--- src/hdl/assert_macros.svh ---
// Assertion macros shared by the detector modules.
// Depends on a clk and an active-low rst_n in the including module.
`ifndef ASSERT_MACROS_SVH
`define ASSERT_MACROS_SVH

// property checked on every rising edge, off while in reset
`define GTD_ASSERT(label, prop, msg) \
    label: assert property (@(posedge clk) disable iff (!rst_n) prop) else $error(msg);

// implication checked on every rising edge, off while in reset
`define GTD_ASSERT_IMP(label, ante, cons, msg) \
    label: assert property (@(posedge clk) disable iff (!rst_n) (ante) |-> (cons)) \
        else $error(msg);

`endif

--- src/hdl/gtd_pkg.sv ---
// Package for the Goertzel multi-tone detector: sizes, codes and types.
// No dependencies.
package gtd_pkg;
    localparam int NUM_TONES     = 4;
    localparam int POWER_HISTORY = 8;
    localparam int FRAC_BITS     = 10;

    localparam int SAMPLE_W  = 12;
    localparam int WIN_W     = 16;
    localparam int TONES_W   = 3;
    localparam int COEF_W    = 13;
    localparam int DATA_W    = 32;
    localparam int LEVEL_W   = 27;
    localparam int SIGLVL_W  = 20;
    localparam int TONE_W    = 2;
    localparam int CFG_IDX_W = 3;
    localparam int LEVEL_SHIFT = 7;
    localparam int SLOT_W    = $clog2(POWER_HISTORY) < 1 ? 1 : $clog2(POWER_HISTORY);
    localparam int HIST_DEPTH = NUM_TONES * POWER_HISTORY;
    localparam int HIST_AW   = $clog2(HIST_DEPTH) < 1 ? 1 : $clog2(HIST_DEPTH);
    localparam logic [SAMPLE_W-1:0] MIDSCALE = 12'd2048;
    localparam logic [SLOT_W-1:0] LAST_SLOT = SLOT_W'(POWER_HISTORY - 1);

    typedef enum logic [CFG_IDX_W-1:0] {
        CFG_WINDOW = 3'd0,
        CFG_TONES  = 3'd1,
        CFG_COEF0  = 3'd2,
        CFG_COEF1  = 3'd3,
        CFG_COEF2  = 3'd4,
        CFG_COEF3  = 3'd5
    } cfg_idx_t;

    typedef enum logic [2:0] {
        ST_IDLE,
        ST_SAMP_MUL,
        ST_SAMP_ADD,
        ST_PWR,
        ST_EMIT
    } gtd_state_t;

    typedef struct packed {
        logic [SAMPLE_W-1:0] sample;
        logic                last;
    } smp_item_t;

    typedef logic signed [COEF_W-1:0] coef_t;
endpackage

--- src/hdl/gtd_front.sv ---
// Front part: accepts samples, marks the last sample of each window, queues them.
// Depends on gtd_pkg.
module gtd_front (
    input  logic                         clk,
    input  logic                         rst_n,
    input  logic                         sample_valid,
    output logic                         sample_stall,
    input  logic [gtd_pkg::SAMPLE_W-1:0] sample,
    input  logic [gtd_pkg::WIN_W-1:0]    window_length,
    output logic                         q_valid,
    output gtd_pkg::smp_item_t           q_item,
    input  logic                         q_take
);
    import gtd_pkg::*;

    smp_item_t       slot_reg [2];
    logic [1:0]      fill_reg, fill_next;
    logic [WIN_W-1:0] count_reg, count_next;
    logic            accept;
    logic [WIN_W:0]  count_inc;
    logic [WIN_W-1:0] win;
    smp_item_t       new_item;

    assign sample_stall = (fill_reg == 2'd2);
    assign accept       = sample_valid && !sample_stall;
    assign win          = (window_length == '0) ? WIN_W'(1) : window_length;
    assign count_inc    = {1'b0, count_reg} + (WIN_W+1)'(1);
    assign new_item.sample = sample;
    assign new_item.last   = (count_inc >= {1'b0, win});
    assign q_valid = (fill_reg != 2'd0);
    assign q_item  = slot_reg[0];

    always_comb
    begin
        fill_next = fill_reg + 2'(accept) - 2'(q_take);
        count_next = count_reg;
        if (accept)
        begin
            count_next = new_item.last ? '0 : count_inc[WIN_W-1:0];
        end
    end

    always_ff @(posedge clk or negedge rst_n)
    begin
        if (!rst_n)
        begin
            fill_reg  <= '0;
            count_reg <= '0;
        end
        else
        begin
            fill_reg  <= fill_next;
            count_reg <= count_next;
        end
    end

    always_ff @(posedge clk)
    begin
        if (accept && (fill_reg == 2'd0 || (fill_reg == 2'd1 && q_take)))
        begin
            slot_reg[0] <= new_item;
        end
        else if (q_take)
        begin
            slot_reg[0] <= slot_reg[1];
        end
        if (accept && fill_reg == 2'd1 && !q_take)
        begin
            slot_reg[1] <= new_item;
        end
    end
endmodule

--- config.mk ---
export PLATFORM = sky130hd
export DESIGN_NAME = gtd_front
export DESIGN_NICKNAME = d
export VERILOG_FILES = /design/src/hdl/assert_macros.svh /design/src/hdl/gtd_pkg.sv /design/src/hdl/gtd_front.sv
export SDC_FILE = /design/constraint.sdc
export NUM_CORES = 1
export LEC_CHECK = 0
export BUFFER_PORTS_ARGS = -buffer_cell sky130_fd_sc_hd__buf_2
export CAP_MARGIN = 20
export CORE_ASPECT_RATIO = 1.75
export CORE_UTILIZATION = 55
export DETAILED_ROUTE_END_ITERATION = 10
export PLACE_DENSITY = 0.89
export SLEW_MARGIN = 10
export SYNTH_ARGS = -nofsm -noshare
export SYNTH_HDL_FRONTEND = slang
export SYNTH_SLANG_ARGS = --single-unit
--- constraint.sdc ---
create_clock -name clk -period 5.15 [get_ports clk]
set_input_delay 0 -clock clk [delete_from_list [all_inputs] [get_ports clk]]
set_output_delay 0 -clock clk [all_outputs]
set_load 0.1 [all_outputs]
==> After elaboration in Yosys (flattened, before gate mapping) <==
Memory sizes are Yosys's and may differ from the RTL's.
Index checks and enable logic that the tools add are counted.
{ "classes": {"addsub": 3, "order_cmp": 1, "eq_ne": 2, "muxes": 13, "n_bitwise": 1, "n_reduce_logical": 12} }
{ "op_table": {"columns": ["cell", "count"], "rows": [
  ["$mux W16", 2],
  ["$mux W13", 2],
  ["$add A16 B1 Y17 const B", 1],
  ["$ge A17 B16 Y1", 1],
  ["$logic_not A16 Y1", 1],
  ["$reduce_or A13 Y1", 1],
  ["$mux W1", 9],
  ["$logic_and A1 B1 Y1", 5],
  ["$add A2 B1 Y2", 1],
  ["$eq A2 B1 Y1 const B", 1],
  ["$eq A2 B2 Y1 const B", 1],
  ["$logic_not A1 Y1", 2],
  ["$logic_not A2 Y1", 1],
  ["$reduce_bool A2 Y1", 1],
  ["$sub A2 B1 Y2", 1],
  ["$logic_or A1 B1 Y1", 1],
  ["$or A1 B1 Y1", 1]
]} }
{ "word_totals": {"regBits": 18, "mem_bits_rw": 26, "input_bits": 32, "output_inout_bits": 15, "wordCells": 35, "memories": 1} }
{ "mem_list": {"columns": ["memory", "words", "word_bits", "rd", "rd_ports_with_merged_regs", "write_ports", "line_no", "source"], "rows": [
  ["slot_reg", 2, 13, 2, 0, 1, "gtd_front.sv:16", "smp_item_t slot_reg [2];"]
]} }

==> Depth between registers and ports, before layout <==
Gate-level depths: netlist (run 1).
{ "logic_depth": {"depth_word": 9, "depth_mapped": 14} }

==> Worst setup path before layout (run 1) <==
No wires, ideal clock.
{ "synth_timing": {"path_kind": "register to register", "startpoint": "register count_reg[0]", "endpoint": "register count_reg[15]", "setup_ns": 0.126, "arrival_ns": 2.963, "required_time_ns": 5.024, "setup_slack_ns": 2.061, "path_stages_with_launch": 13, "path_buffers": 0, "cell_sequence": "dfrtp_1 ha_1 nand3_1 nor4_2 and2b_1 nand2b_1 ha_1 and3_1 and3_1 nand3_1 a211oi_4 nor2_2 a221o_1"} }
{ "synth_between": {"elab_chain_cells": 3} }
{ "synth_rtl": {"columns": ["item", "line_no", "source"], "rows": [
  ["from (decl)", "gtd_front.sv:18", "logic [WIN_W-1:0] count_reg, count_next;"],
  ["from (signal assigned)", "gtd_front.sv:53", "count_reg <= count_next;"],
  ["$add A16 B1 Y17 *", "gtd_front.sv:27", "assign count_inc = {1'b0, count_reg} + (WIN_W+1)'(1);"],
  ["$ge A17 B16 Y1", "gtd_front.sv:29", "assign new_item.last = (count_inc >= {1'b0, win});"],
  ["$mux W16 *", "gtd_front.sv:39", "count_next = new_item.last ? '0 : count_inc[WIN_W-1:0];"]
]} }
Every way passes the cells marked *; elsewhere a longest branch is shown, timed or not.
A chain may end at the register's enable or synchronous reset.

==> Final worst setup path (run 1) <==
{ "layout_timing": {"startpoint": "register count_reg[0]", "endpoint": "register count_reg[8]"} }
The elaborated chain is that of the path after synthesis.

==> results.txt, run 1 <==
The flow ran to the end, and the final reports show no timing, DRC or antenna violations. The count of routing violations after the opening detailed-route iteration is 50. In the synthesized netlist the dominant register cell turns out to be sky130_fd_sc_hd__edfxtp_1. The peak fanout along the critical path came out at 9. Measured on the finished design, the core utilization comes to 66.0%.

The fill cell instance count of the final layout came out at 385. The number of global-route vias before repair is 1890. The area occupied by registers is 0.00123 mm^2.

The number of distinct library cell variants in the gate-level netlist after synthesis is 51. The number of enable-type register cells in the synthesized netlist came out at 26. The largest individual stage delay along the critical path comes from the cell sky130_fd_sc_hd__dfrtp_1.

Across every metal layer, demand over resource in global routing totals 23.3%. The effective utilization at floorplan is 57.5%. The number of vias after detailed routing came out at 1974.

The overall power consumption came out at 1.28 mW. Setup repair after global routing left no endpoint under its margin. The number of detailed-route iterations in the first pass came out at 4. The final instance area is 0.00308 mm^2. The total power divided by cell area is 414 mW/mm^2. The number of rows in the core area came out at 33.

The part of the Yosys area used for sequential elements came out at 45.9%. 0 antenna diodes ended up in the layout. The die boundary height is 94.4 um.

The instance area at placement came out at 0.00284 mm^2. The number of nets handed over by synthesis was 302. The data arrival time of the critical path came out at 3.75 ns. The clock tree buffer depth is 2. The critical path is of the reg2reg type.

The clock tree synthesis step divided the H-tree into 2 levels. The setup TNS came out at 0 ns. The non-filler instance count after layout is 348.

The worst path needs 3.58 ns of the cycle, external delays included. The congestion estimate from routability-driven global placement came to 0.888. The data required time at the worst endpoint came out at 5.33 ns. The switching power is 537 uW. The worst setup path is captured at a register. The final wirelength is 5280 um. The part of the power in registers is 39.5%. The area of the die is 0.00518 mm^2.

The maximum clock rate is 279 MHz. The post-synthesis cell area came out at 0.00269 mm^2. The net switching share of the total power is 42.1%. The number of antenna violations at the first check in global routing is 0. The insertion delay to the later sink of the worst-skew pair is 0.29 ns. The total of warnings raised by yosys came out at 0.

The relative max-transition margin came out at 36.6%. The largest single stage delay on the critical path is 0.46 ns. The number of placed cells counting well taps came out at 327. The average size of a mapped cell is 10.7 um^2. The transition time at the pin with the least slew margin is 0.946 ns. In this run, the combinational gates consume 40.5% of the power.

The count of nets left with antenna violations once routing finished came out at 0. The post-synthesis sequential element count is 44. The wire-length estimate of the detail-placed layout is 4050 um.

The maximum ir drop on the vdd rail is 0.000338 V. The multi-input logic area came out at 0.00124 mm^2. The global routing met2 resource utilization came out at 42.1%. The tree is rooted in a sky130_fd_sc_hd__clkbuf_8.

The total of max-cap violations is 0. The share of the clock period used by the worst path after layout came out at 69.5%. Walking the worst path, the cells encountered are ha_1 -> nand3_1 -> nor4_2 -> and2b_1 -> nand2b_1 -> ha_1 -> and3_1 -> and3_1 -> nand3_1 -> a211oi_4 -> nor3_2 -> a22o_1.

Broken down by cell family, the worst path's largest delay share belongs to simple AND/OR/NAND/NOR gates. The met3 usage in global routing is 3.06%. The number of remaining DRC errors is 0. The critical path contains buffers and inverters numbering 0 combined. STA classifies the critical path startpoint as a register.

The total grt overflow is 0. Dividing the detail-routed wire length by the instance count gives 15.2 um. Clock-pin slew was measured on the worst setup and hold paths at 0.08 ns. The leakage power of the design came out at 1.42 nW.

The highest-utilization routing layer at the global route stage is met2. The number of flip-flops under the largest register name came out at 26. The detailed-route vias per instance is 5.67. The number of setup buffers added after CTS is 0.

The worst path setup slack after routing came out at 1.57 ns. The CTS buffer count came out at 5. In the global route stage, met1 resource usage came out at 24.9%. The final-report hold violation count is 0. The top-level I/O count came out at 47. The horizontal die dimension is 54.8 um.

The area growth from synthesis to layout is 14.8%. The share of flip-flops with an asynchronous set or reset after synthesis is 40.9%. The number of nets in the layout came out at 346. TritonCTS built the clock tree. In this run, the clock network consumes 20.0% of the power. The number of buffers added on ports is 46.

The pin count of the biggest net entering global routing is 21. The tightest hold margin came out at 0.157 ns. The final number of max-transition violations came out at 0. The sink count of the clock tree is 44. The worst min-delay path class is in2reg.

The setup slack after placement is 1.61 ns. The floorplan core area came out at 0.00467 mm^2. The first-pass GRT wire length came out at 8600 um. The register-to-register setup slack came out at 1.57 ns.

The fraction of layout instances using a drive strength above 1 came out at 26.7%. The final number of setup-violating endpoints is 0. In the synthesized netlist, the number of instances is 251. The worst setup skew after layout is 0.00866 ns.

The cell internal power dissipation is 738 uW.
worst reg2reg max path, cell delays in order, from the launching register on:
cell and delay [ns]:
sky130_fd_sc_hd__dfrtp_1 0.46, sky130_fd_sc_hd__ha_1 0.30, sky130_fd_sc_hd__nand3_1 0.20, sky130_fd_sc_hd__nor4_2 0.40, sky130_fd_sc_hd__and2b_1 0.23, sky130_fd_sc_hd__nand2b_1 0.14, sky130_fd_sc_hd__ha_1 0.29, sky130_fd_sc_hd__and3_1 0.17
sky130_fd_sc_hd__and3_1 0.22, sky130_fd_sc_hd__nand3_1 0.17, sky130_fd_sc_hd__a211oi_4 0.45, sky130_fd_sc_hd__nor3_2 0.16, sky130_fd_sc_hd__a22o_1 0.27
cell usage after synthesis, types with 3 or more instances:
cell type	number	share of area (%)
sky130_fd_sc_hd__edfxtp_1	26	29
sky130_fd_sc_hd__ha_1	19	8.9
sky130_fd_sc_hd__nand2b_1	5	1.2
sky130_fd_sc_hd__and3_1	4	0.93
sky130_fd_sc_hd__a22o_1	3	0.98
sky130_fd_sc_hd__a221o_1	3	1.1
sky130_fd_sc_hd__mux2_2	12	5.0
sky130_fd_sc_hd__buf_4	15	4.2
sky130_fd_sc_hd__nand2_1	22	3.1
sky130_fd_sc_hd__nor4_1	3	0.70
sky130_fd_sc_hd__nand4_1	4	0.93
sky130_fd_sc_hd__clkbuf_2	3	0.56
sky130_fd_sc_hd__xnor2_1	10	3.3
sky130_fd_sc_hd__inv_1	21	2.9
sky130_fd_sc_hd__nor3_1	6	1.1
sky130_fd_sc_hd__nand3_1	9	1.7
sky130_fd_sc_hd__o21ai_0	7	1.3
sky130_fd_sc_hd__a21oi_1	5	0.93
sky130_fd_sc_hd__nor2_1	8	1.1
sky130_fd_sc_hd__dfrtp_1	18	17
sky130_fd_sc_hd__a21o_1	4	1.1
sky130_fd_sc_hd__xor2_1	5	1.6
layer usage:
metal / vias to the layer above / wire length [um]
li1: 973 / -
met1: 931 / 2020
met2: 58 / 2950
met3: 12 / 142
met4: 0 / 161
met5: - / 0
placed cells by master, fill, tap and decap left out, drive strengths merged, types with 10 or more instances in the layout:
master and instances:
buf 46, dfrtp 18, dlygate4sd3 13, edfxtp 26, ha 19, inv 21, mux2 12, nand2 22
nand3 10, xnor2 10
area by class of cell:
type	count	share of cell area [%]
Multi-Input combinational cell	164	40.2
Sequential cell	44	40.0
Timing Repair Buffer	59	11.7
Inverter	21	2.56
Clock buffer	6	2.35
Tap cell	52	2.11
Clock inverter	2	1.14
cell families after synthesis:
group	share of synthesized area [%]
buffers and inverters	8.34
adders and majority gates	8.85
and+or+nand+nor	16.0
AOI/OAI and AO/OA	11.0
DFF	45.9
muxes	5.03
xor gates and xnor gates	4.89
worst paths after layout:
kind	cells after the start	from	endpoint
worst max register to register	12	count_reg[0]	count_reg[8]
worst min-delay path	2	q_take	slot_reg[0][15]
min in group asynchronous	2	rst_n	count_reg[9]
worst min register to register	1	fill_reg[1]	fill_reg[1]
worst max-delay path	12	count_reg[0]	count_reg[8]
max in group asynchronous	2	rst_n	count_reg[0]
power by group through the flow:
stage          combinational (mW)  sequential, mW  clock, mW
2_1_floorplan               0.470           0.483          0
6_report                    0.517           0.503      0.256
3_5_place_dp                0.512           0.509          0
4_1_cts                     0.521           0.502      0.263
3_3_place_gp                0.498           0.506          0
5_1_grt                     0.566           0.515      0.279
repair_timing:
action                                 CTS  global route
endpoints found under the hold margin   30             0
gates resized for setup                  0             0
hold buffers                            13             0
No activity file was read; power rests on OpenSTA's default activity.
==> run 2: changes to the inputs <==
--- a/config.mk
+++ b/config.mk
@@ -5,12 +5,13 @@
 export SDC_FILE = /design/constraint.sdc
 export NUM_CORES = 1
 export LEC_CHECK = 0
+export ABC_AREA = 1
 export BUFFER_PORTS_ARGS = -buffer_cell sky130_fd_sc_hd__buf_2
 export CAP_MARGIN = 20
 export CORE_ASPECT_RATIO = 1.75
-export CORE_UTILIZATION = 55
+export CORE_UTILIZATION = 51
 export DETAILED_ROUTE_END_ITERATION = 10
-export PLACE_DENSITY = 0.89
+export PLACE_DENSITY = 0.86
 export SLEW_MARGIN = 10
 export SYNTH_ARGS = -nofsm -noshare
 export SYNTH_HDL_FRONTEND = slang
==> constraint.sdc (replaced) <==
create_clock -name clk -period 3.1 [get_ports clk]
set_input_delay 0 -clock clk [delete_from_list [all_inputs] [get_ports clk]]
set_output_delay 0 -clock clk [all_outputs]
set_load 0.1 [all_outputs]
==> results.txt, run 2 <==
The number of remaining DRC errors is 0. The number of rows in the core area came out at 35. Setup repair after global routing left no endpoint under its margin. The CTS clock-pin slew for the worst setup and hold paths came out at 0.09 ns. After synthesis, the cell types taking the most area are sky130_fd_sc_hd__edfxtp_1 (27%), sky130_fd_sc_hd__nand2_1 (17%), sky130_fd_sc_hd__dfrtp_1 (16%), sky130_fd_sc_hd__ha_1 (8.2%), sky130_fd_sc_hd__inv_1 (7.7%). The met2 wirelength from detailed routing is 3260 um.

The effective utilization at floorplan came out at 54.0%. In this run the number of H-tree levels came out at 2. Counting flops with a built-in enable in the synthesized netlist gives 26. The number of antenna cells inserted is 0. Setup violations remaining at the end of the flow were counted as 0. The number of flip-flops under the largest register name came out at 26.

The sum of met3 wire segment lengths after detailed routing came out at 260 um. The count of cells along the worst register-to-register path came out at 16. The pin count of the biggest net entering global routing came out at 34. The multi-input logic area came out at 0.00129 mm^2.

The worst path setup slack after routing is 0.403 ns. The tightest hold margin came out at 0.156 ns. Using the TritonRoute via totals, the vias-per-cell ratio works out to 5.01. At the worst endpoint, the arrival time is 2.76 ns.

The number of vias after detailed routing is 2535. The worst min-delay path class is in2reg. The setup path with the least slack is of type reg2reg. The leading register cell type out of synthesis is sky130_fd_sc_hd__edfxtp_1. The fraction of layout instances using a drive strength above 1 is 17.4%.

The total power divided by cell area came out at 625 mW/mm^2. Walking the worst path, the cells encountered are ha_1 -> nand2_2 -> nor2_4 -> xnor2_1 -> inv_1 -> ha_1 -> nand2_1 -> inv_1 -> nand2_1 -> nand2_1 -> nand2_1 -> nand3_1 -> nand2_2 -> nand3_1 -> nand2_1 -> nand2_1. The synthesized design spends more area on one cell type than any other, namely sky130_fd_sc_hd__edfxtp_1. The top cell types in the final layout, fill and taps aside, are sky130_fd_sc_hd__nand2_1 (133), sky130_fd_sc_hd__inv_1 (59), sky130_fd_sc_hd__buf_2 (46). The first-pass GRT wire length is 9760 um.

The final wirelength is 5930 um. The clock tree from TritonCTS is yes. The synthesized design devotes to its leading area cell type 27.1% of total area.

The count of cells resized by post-cts repair is 0. Once detail routing completed, the nets flagged for antenna violations numbered 0. The worst min-delay path endpoint is slot_reg[0][17].

The depth of the worst hold-timing path is 2. The buffer cell driving the clock tree root is sky130_fd_sc_hd__clkbuf_8. The number of global-route vias before repair is 2442.

The count of routing violations after the opening detailed-route iteration came out at 110. In this run the vertical extent of the chip is 101 um. The buffer and inverter count on the worst path is 2. The congestion estimate from routability-driven global placement came to 0.893. The area overhead of the layout relative to synthesis came out at 16.4%. The synthesized netlist occupies a cell area of 0.00288 mm^2. Across every metal layer, demand over resource in global routing totals 21.4%.

The maximum ir drop on the vdd rail is 0.000366 V. The average size of a mapped cell is 7.55 um^2. The top-level I/O count came out at 47. The data required time at the worst endpoint is 3.16 ns.

The worst setup path is launched from a register. The CTS buffer count is 5. Once detailed placement completed, the half-perimeter wirelength came to 4520 um.

The endpoint identified for the worst register-to-register timing path is slot_reg[0][0]. Between clock sinks in the finished design, the worst skew comes to 0.00500 ns. The number of nets in the layout came out at 482. The final critical-path required period came out at 2.70 ns. The insertion delay to the later sink of the worst-skew pair came out at 0.30 ns. The wire length per cell is 11.7 um.

By instance count, the leading cell after synthesis is sky130_fd_sc_hd__nand2_1. The floorplan step set the die width to 58.8 um. The number of antenna violations at the first check in global routing is 0.

The layout has 483 filler cells. Routed signal wires occupy layers up through met4. The overall power consumption is 2.10 mW. The worst hold path begins at q_take.

After synthesis, the share of flip-flops with an asynchronous set or reset is 40.9%. In this run the deepest clock path goes through 2 buffers. The total nets after synthesis is 433. Timing would allow up to 371 MHz.

The worst register-to-register path begins at count_reg[0]. The number of distinct library cell variants in the gate-level netlist after synthesis came out at 31. The area occupied by registers is 0.00123 mm^2. The peak fanout along the critical path came out at 17. The total grt overflow is 0. For this design, the slowest cell found on the critical path is sky130_fd_sc_hd__dfrtp_1. The routed length on met1 is 2170 um. The share of the clock period used by the worst path after layout came out at 87.0%. For this run, the register share of the synthesized area comes to 42.7%. The commonest cells after synthesis are sky130_fd_sc_hd__nand2_1 (133), sky130_fd_sc_hd__inv_1 (59), sky130_fd_sc_hd__nor2_1 (29). The register-to-register setup slack is 0.40 ns. The leakage power of the design is 1.83 nW. The final number of max-transition violations is 0.

In the synthesized netlist, the number of instances is 382. The transition time at the pin with the least slew margin came out at 0.951 ns. The number of detailed-route iterations in the first pass is 4. The setup TNS came out at 0 ns. Grouping stages by cell kind, the critical path spends the most delay in simple AND/OR/NAND/NOR gates.

The most common cell type on the critical path is sky130_fd_sc_hd__nand2_1. STA classifies the critical path endpoint as a register. In this run, synthesis produced a sequential element count of 44. The total of max-cap violations came out at 0. The number of buffers added on ports came out at 46. The run finished with clean final reports.

The total of warnings raised by yosys came out at 0. The core region is 0.00534 mm^2. The sink count of the clock tree is 44.

The relative max-transition margin came out at 36.2%. In this design, the stage delay of the slowest critical-path cell is 0.43 ns. The most frequent standard cell in the layout excluding fill and tap cells is sky130_fd_sc_hd__nand2_1. The setup slack after placement came out at 0.448 ns. The final-report hold violation count came to 0. The die covers 0.00597 mm^2.
run 2: cell count changes after synthesis, moves of 4 or more:
cell and delta:
sky130_fd_sc_hd__nand2_1 +111, sky130_fd_sc_hd__nor2_1 +21, sky130_fd_sc_hd__nand2_2 +4, sky130_fd_sc_hd__nor2_2 +4
sky130_fd_sc_hd__o21ai_0 -5, sky130_fd_sc_hd__mux2_2 -12, sky130_fd_sc_hd__xnor2_1 -8, sky130_fd_sc_hd__and3_1 -4
sky130_fd_sc_hd__nand2b_1 -5, sky130_fd_sc_hd__nand3_1 +19, sky130_fd_sc_hd__inv_1 +38
run 2: worst max path at each step:
| stage | startpoint | to | slack, ns | cells after the start |
|---|---|---|---|---|
| floorplan | count_reg[0] | count_reg[12] | 0.75 | 17 |
| global route | count_reg[0] | slot_reg[0][0] | 0.21 | 16 |
| detailed placement | count_reg[0] | slot_reg[0][0] | 0.45 | 16 |
| global placement | count_reg[0] | slot_reg[0][0] | 0.56 | 16 |
| finish | count_reg[0] | slot_reg[0][0] | 0.40 | 16 |
| CTS | count_reg[0] | slot_reg[0][0] | 0.43 | 16 |
run 2: kinds of logic (layout without fill, tap and decap cells):
group / after synthesis / in the layout / synth area share [%]
xor gates and xnor gates: 5 / 5 / 1.52
DFF: 44 / 44 / 42.7
and+or+nand+nor: 214 / 214 / 31.3
buffers and inverters: 82 / 132 / 12.7
adders and majority gates: 19 / 19 / 8.25
AOI/OAI and AO/OA: 18 / 18 / 3.52
run 2: where the power goes:
group	internal [mW]	switching (mW)
registers	0.731	0.0596
logic	0.198	0.643
clock network	0.264	0.202
total	1.19	0.904
run 2: timing repair:
| action | in CTS | in global routing |
|---|---|---|
| endpoints found under the hold margin | 39 | 0 |
| endpoints found under the setup margin | 0 | 0 |
| hold buffers | 13 | 0 |
| setup buffers | 0 | 0 |
run 2: worst reg2reg max path, stage by stage, from the launching register on:
cell                      delay, ns
sky130_fd_sc_hd__dfrtp_1       0.43
sky130_fd_sc_hd__ha_1          0.24
sky130_fd_sc_hd__nand2_2       0.12
sky130_fd_sc_hd__nor2_4        0.06
sky130_fd_sc_hd__xnor2_1       0.24
sky130_fd_sc_hd__inv_1         0.08
sky130_fd_sc_hd__ha_1          0.31
sky130_fd_sc_hd__nand2_1       0.09
sky130_fd_sc_hd__inv_1         0.05
sky130_fd_sc_hd__nand2_1       0.06
sky130_fd_sc_hd__nand2_1       0.04
sky130_fd_sc_hd__nand2_1       0.05
sky130_fd_sc_hd__nand3_1       0.08
sky130_fd_sc_hd__nand2_2       0.28
sky130_fd_sc_hd__nand3_1       0.18
sky130_fd_sc_hd__nand2_1       0.09
sky130_fd_sc_hd__nand2_1       0.05
run 2: per-stage QoR:
| step | area [um^2] | instances | util [%] |
|---|---|---|---|
| 5_1_grt | 3350 | 506 | 62.8 |
| 3_5_place_dp | 3100 | 485 | 58.1 |
| 6_report | 3350 | 506 | 62.8 |
| 3_3_place_gp | 3100 | 485 | 58.1 |
| 4_1_cts | 3350 | 506 | 62.8 |
| 2_1_floorplan | 2880 | 382 | - |
run 2: routing by layer:
| metal | track usage (%) | up-vias |
|---|---|---|
| li1 | - | 1279 |
| met1 | 21.0 | 1127 |
| met2 | 41.1 | 108 |
| met3 | 2.68 | 21 |
| met4 | 12.5 | 0 |
| met5 | 0 | - |
run 2: layout make-up:
type,instances,area share [%]
Multi-Input combinational cell,256,38.6
Sequential cell,44,36.7
Timing Repair Buffer,62,11.4
Inverter,62,6.94
Tap cell,74,2.76
Clock buffer,6,2.46
Clock inverter,2,1.16
